## config.mk

```make
export PLATFORM = sky130hd
export DESIGN_NAME = priority_ready_queue
export DESIGN_NICKNAME = d
export VERILOG_FILES = /design/src/hw/rtl/prq_pkg.sv /design/src/hw/rtl/prq_cell.sv /design/src/hw/rtl/priority_ready_queue.sv
export SDC_FILE = /design/constraint.sdc
export NUM_CORES = 1
export LEC_CHECK = 0
export BUFFER_PORTS_ARGS = -buffer_cell sky130_fd_sc_hd__buf_2
export CORE_MARGIN = 5
export CORE_UTILIZATION = 57
export CTS_CLUSTER_SIZE = 10
export DETAILED_ROUTE_END_ITERATION = 8
export PLACE_DENSITY = 0.79
export SYNTH_ARGS = -nofsm -noshare
export SYNTH_HDL_FRONTEND = slang
export SYNTH_SLANG_ARGS = --single-unit
```

## constraint.sdc

```tcl
create_clock -name clk_i -period 2.8 [get_ports clk_i]
set_clock_uncertainty 0.2 [all_clocks]
set_input_delay 0 -clock clk_i [delete_from_list [all_inputs] [get_ports clk_i]]
set_output_delay 0 -clock clk_i [all_outputs]
set_load 0.01 [all_outputs]
```

## src/hw/rtl/prq_pkg.sv

```systemverilog
// package for the priority ready queue: sizes, status codes and shared types
`default_nettype none

package prq_pkg;

  localparam int unsigned DEPTH      = 16;
  localparam int unsigned ID_BITS    = 6;
  localparam int unsigned PRIO_BITS  = 8;
  localparam int unsigned IDX_BITS   = $clog2(DEPTH);
  localparam int unsigned COUNT_BITS = $clog2(DEPTH + 1);

  typedef enum logic {
    OP_ENQ = 1'b0,
    OP_DEQ = 1'b1
  } prq_op_e;

  typedef enum logic [1:0] {
    ST_OK    = 2'd0,
    ST_EMPTY = 2'd1,
    ST_FULL  = 2'd2
  } prq_status_e;

  // one held entry
  typedef struct packed {
    logic [ID_BITS-1:0]   id;
    logic [PRIO_BITS-1:0] prio;
  } prq_entry_t;

  // command broadcast to every cell
  typedef struct packed {
    logic                  enq;
    logic                  deq;
    prq_entry_t            item;
    logic [COUNT_BITS-1:0] count;
  } prq_cmd_t;

endpackage

`default_nettype wire

```

## src/hw/rtl/prq_cell.sv

```systemverilog
// one queue cell: holds an entry, shifts toward the tail on insert, toward the head on removal
`default_nettype none

module prq_cell
  import prq_pkg::*;
(
  input  wire logic                clk_i,
  input  wire logic [IDX_BITS-1:0] idx_i,
  input  wire prq_cmd_t            cmd_i,
  input  wire logic                prev_keep_i,
  input  wire prq_entry_t          prev_data_i,
  input  wire prq_entry_t          next_data_i,
  output      logic                keep_o,
  output      prq_entry_t          data_o
);

  prq_entry_t data_q, data_d;
  logic       occupied;

  // cell holds a live entry when its index is below the fill count
  assign occupied = (COUNT_BITS'(idx_i) < cmd_i.count);
  // entry stays in place on insert when its priority is greater or equal
  assign keep_o   = occupied && (data_q.prio >= cmd_i.item.prio);
  assign data_o   = data_q;

  // next entry: take new item, take upstream entry, or pull from downstream
  always_comb begin
    data_d = data_q;
    if (cmd_i.enq && !keep_o) begin
      if (prev_keep_i) begin
        data_d = cmd_i.item;
      end else begin
        data_d = prev_data_i;
      end
    end else if (cmd_i.deq) begin
      data_d = next_data_i;
    end
  end

  // entry storage
  always_ff @(posedge clk_i) begin
    data_q <= data_d;
  end

endmodule

`default_nettype wire

```

## src/hw/rtl/priority_ready_queue.sv

```systemverilog
// Priority ready queue top level: a row of cells kept sorted by descending priority.
// The result of an item appears with done_o in the cycle after its start transfer.
// Throughput: one item per cycle; every cell compares and shifts in the same cycle.
// busy stays low, so start may be held high every cycle; the receiver cannot stall.
// Reset clears the fill count and the result strobe; cell contents are undefined until written.
`default_nettype none

module priority_ready_queue
  import prq_pkg::*;
(
  input  wire logic                  clk_i,
  input  wire logic                  rst_ni,
  input  wire logic                  start,
  output      logic                  busy,
  input  wire logic                  opcode_i,
  input  wire logic [ID_BITS-1:0]    proc_id_i,
  input  wire logic [PRIO_BITS-1:0]  prio_i,
  output      logic                  done_o,
  output      logic [ID_BITS-1:0]    out_id_o,
  output      logic [PRIO_BITS-1:0]  out_prio_o,
  output      logic [1:0]            status_o,
  output      logic [COUNT_BITS-1:0] occupancy_o
);

  localparam logic [COUNT_BITS-1:0] FULL_COUNT = COUNT_BITS'(DEPTH);

  logic                  take;
  logic                  is_full, is_empty;
  prq_cmd_t              cmd;
  logic [DEPTH-1:0]      keep;
  prq_entry_t            cell_data [DEPTH];
  logic [COUNT_BITS-1:0] count_q, count_d;
  logic                  done_q;
  prq_entry_t            res_q, res_d;
  prq_status_e           status_q, status_d;

  assign busy = 1'b0;
  assign take = start && !busy;

  assign is_full  = (count_q == FULL_COUNT);
  assign is_empty = (count_q == '0);

  // command to the cell row
  always_comb begin
    cmd.enq       = take && (prq_op_e'(opcode_i) == OP_ENQ) && !is_full;
    cmd.deq       = take && (prq_op_e'(opcode_i) == OP_DEQ) && !is_empty;
    cmd.item.id   = proc_id_i;
    cmd.item.prio = prio_i;
    cmd.count     = count_q;
  end

  // cell row
  for (genvar i = 0; i < DEPTH; i++) begin : g_cell
    logic       prev_keep;
    prq_entry_t prev_data, next_data;
    if (i == 0) begin : g_head
      assign prev_keep = 1'b1;
      assign prev_data = cmd.item;
    end else begin : g_mid
      assign prev_keep = keep[i-1];
      assign prev_data = cell_data[i-1];
    end
    if (i == DEPTH - 1) begin : g_tail
      assign next_data = cell_data[i];
    end else begin : g_inner
      assign next_data = cell_data[i+1];
    end
    prq_cell u_cell (
      .clk_i       (clk_i),
      .idx_i       (IDX_BITS'(i)),
      .cmd_i       (cmd),
      .prev_keep_i (prev_keep),
      .prev_data_i (prev_data),
      .next_data_i (next_data),
      .keep_o      (keep[i]),
      .data_o      (cell_data[i])
    );
  end

  // fill count and result
  always_comb begin
    count_d  = count_q;
    res_d    = '0;
    status_d = ST_OK;
    if (cmd.enq) begin
      count_d = count_q + COUNT_BITS'(1);
    end else if (cmd.deq) begin
      count_d = count_q - COUNT_BITS'(1);
      res_d   = cell_data[0];
    end else if (take && (prq_op_e'(opcode_i) == OP_ENQ)) begin
      status_d = ST_FULL;
    end else if (take) begin
      status_d = ST_EMPTY;
    end
  end

  // control registers
  always_ff @(posedge clk_i or negedge rst_ni) begin
    if (!rst_ni) begin
      count_q <= '0;
      done_q  <= 1'b0;
    end else begin
      count_q <= count_d;
      done_q  <= take;
    end
  end

  // result payload registers
  always_ff @(posedge clk_i) begin
    if (take) begin
      res_q    <= res_d;
      status_q <= status_d;
    end
  end

  assign done_o      = done_q;
  assign out_id_o    = res_q.id;
  assign out_prio_o  = res_q.prio;
  assign status_o    = status_q;
  assign occupancy_o = count_q;

endmodule

`default_nettype wire

```

==> flow_summary_export.csv <==
group,metric,value,unit
synthesis,synth_xor_area_share,0.228,%
die,rows,60,
setup_path,arrival,2860,ps
clock_network,cts_tree,"done",
global_routing,antenna_found_initial,0,
synthesis,synth-simple-area-share,8.51,%
placement,pre_cts_ws,-178,ps
setup_path,path_class,"reg -> reg",
run_status,outcome,"completed",
flow_run,drv_cap,0,
clock_network,root_buffer,"clkbuf_16",
sta,setup_tns,0,ps
placement,gp_congestion,0.902,
power,leakage,7.34,nW
setup_path,worstPathRequired,2900,ps
setup_path,cp-endpoint,"g_cell[11].u_cell.data_o[11]",
final_layout,drive_gt1_share,23.7,%
synthesis,muxShareOfSynthArea,19.7,%
setup_path,worstSetupStartpoint,"g_cell[10].u_cell.data_o[1]",
synthesis,ys_top_cells_by_area,"edfxtp_1 (47%), ha_1 (11%), mux2_2 (9.8%)",
route,wl_per_cell,22.7,um
route,antenna_left,0,
global_routing,grt_usage,25.7,%
synthesis,synthMostInstantiatedCell,"edfxtp_1",
setup_path,r2r_end,"g_cell[11].u_cell.data_o[11]",
worst_hold_path,hold_path.class,"in -> reg",
synthesis,yosysWarnings,0,
sta,hold_viol_final,0,
die,dieHeight,174,um
clock_network,cts.path.max_buffers,3,
clock_network,cts.sinks,246,
route,vias,11300,
setup_path,end_kind,"flop",
global_routing,grt_pass1_vias,11400,
final_layout,fin_nets,1566,
global_routing,overflow,0,
die,initial_core_util,57.5,%
sta,fin_crit_sh,98.7,%
synthesis,synth_common_cells,"edfxtp_1 (240), mux2_2 (134), ha_1 (132)",
sta,min_period,2760,ps
synthesis,ys.flop_type,"edfxtp_1",
route,drt_pass1_iterations,7,
sta,setup_viol,0,
die,ioPinCount,41,
final_layout,diodes,0,
die,die_area,30300,um2
setup_path,start_kind,"flop",
setup_path,r2r_cells,8,
clock_network,insertion_delay,550,ps
sta,setup_ws,37.5,ps
synthesis,synth_top_area_cell,"edfxtp_1",
sta,worst_pin_slew,670,ps
clock_network,cts_buffers,29,
route,drt_iter0_drc,1195,
clock_network,clk_pin_slew_worst_paths,70,ps
power,vdd_drop_max,531,uV
global_routing,grt_max_degree,29,
setup_path,rrSetupSlack,40,ps
route,route.detailed.drc,0,
placement,port_buffers,39,
synthesis,synth_seq_cells,246,
final_layout,final_util,65.7,%
synthesis,ys_seq_area_share,47.9,%
synthesis,ys_async_sr_fraction,2.44,%
setup_path,r2r_start,"g_cell[10].u_cell.data_o[1]",
sta,clock.fmax,362,MHz
synthesis,yosys.area_share.adder,10.7,%
synthesis,synth_compound_area_share,9.61,%
synthesis,synth_nets,1471,
final_layout,syn_to_final_growth,14.3,%
synthesis,syn_avg_cell_area,11.6,um2
route,routed_wl,40200,um
placement,dp_hpwl,29200,um
sta,slew_headroom,55.3,%
setup_path,cp_max_fo,14,
route,vias_per_cell,6.38,
synthesis,syn_inst,1321,
clock_network,htree_num_levels,1,
synthesis,synth_top_family_by_area,"multiplexers",
die,coreArea,26700,um2
global_routing,grt_pass1_wl,62600,um
power,cellPowerDensity,934,nW/um2
synthesis,yosys.cell_types.count,61,
power,total_power,16.4,mW
die,fp.dieW,174,um
synthesis,synth_area,15400,um2
synthesis,netlist.area_leader.share,46.9,%
synthesis,synth_edf_count,240,
sta,drv_slew,0,
[cells by family after synthesis]
| family | count (synthesis) |
|---|---|
| DFF | 246 |
| muxes | 280 |
| and+or+nand+nor | 290 |
| AOI/OAI and AO/OA | 256 |
| adders and majority gates | 132 |
| xor gates and xnor gates | 4 |
| buffers and inverters | 112 |
| other | 1 |
[routing by layer]
metal,up-vias,GRT usage [%],wire [um]
li1,5113,-,-
met1,5585,35.5,16600
met2,529,42.0,18800
met3,76,5.13,3900
met4,0,6.27,815
met5,-,0,0
[how the worst min path moves through the flow]
stage,startpoint,endpoint,slack [ps],cells after the start
6_report,prio_i[0],g_cell[15].u_cell.data_o[0],40,3
5_1_grt,prio_i[0],g_cell[15].u_cell.data_o[0],50,3
4_1_cts,prio_i[0],g_cell[15].u_cell.data_o[0],20,3
3_5_place_dp,rst_ni,done_o,-360,1
3_3_place_gp,rst_ni,done_o,-370,1
2_1_floorplan,rst_ni,done_o,-500,0
[flip-flops by register name (all words and copies together) (netlist names)]
name                  count
out_id_o                  6
out_prio_o                8
occupancy_o               5
done_o                    1
g_cell.u_cell.data_o    224
status_o                  2
[power breakdown]
group          internal (mW)  leakage (nW)  switching (mW)
clock network           1.92         0.391            1.43
registers               5.54          2.38           0.825
logic                   3.16          4.58            3.54
[layout by cell type, fill, tap and decap left out, drive strengths merged, types with 2 or more instances in the layout]
cell type / synthesis / layout
inv: 32 / 30
nand4: 9 / 9
nor3: 7 / 7
nand2b: 22 / 22
o211ai: 8 / 8
o21ai: 91 / 91
buf: 40 / 125
or3: 2 / 2
dlygate4sd3: 0 / 19
mux2i: 129 / 129
and2: 16 / 16
a2111o: 3 / 3
a21o: 6 / 6
ha: 132 / 132
o31ai: 3 / 3
xnor2: 2 / 2
a22oi: 3 / 3
clkinv: 0 / 2
o22a: 2 / 2
xor2: 2 / 2
a2111oi: 4 / 4
nor2: 95 / 95
a311oi: 2 / 2
clkinvlp: 0 / 3
and4: 2 / 2
o21a: 3 / 3
a221oi: 2 / 2
nand2: 112 / 112
nand3: 8 / 8
mux2: 151 / 151
nor2b: 6 / 6
clkbuf: 40 / 44
and3: 7 / 7
edfxtp: 240 / 240
dfrtp: 6 / 6
a31oi: 7 / 7
a21oi: 114 / 114
[metrics by stage]
stage / hold slack [ps] / cell area [um2] / cells
CTS: 24.9 / 17500 / 1772
finish: 35.7 / 17600 / 1773
detailed placement: -361 / 16500 / 1706
global placement: -367 / 16500 / 1706
floorplan: -496 / 15400 / 1321
global route: 48.5 / 17600 / 1773
[worst max-delay path, cell delays in order (launching register included)]
cell	delay, ps
edfxtp_1	480
ha_1	330
and3_1	140
o21ai_0	80
a31oi_1	220
o21a_1	150
buf_4	240
mux2_2	370
mux2_1	290
[timing repair]
item / in CTS / in global routing
gates cloned: 0 / 0
buffers inserted: 0 / 1
hold buffers: 19 / 0
pin swaps: 0 / 4
resized for setup: 1 / 17
hold endpoints to repair: 160 / 0
setup endpoints to repair: 17 / 176
[cell type report]
class	instances	area, um2
clock inverters	3	17.5
clock buffers	44	792
fillers	1970	9160
inverters	32	131
flip-flops and latches	246	7360
multi-input cells	963	7620
repair buffers	144	1230
well taps	341	427
No activity file was read; power rests on OpenSTA's default activity.
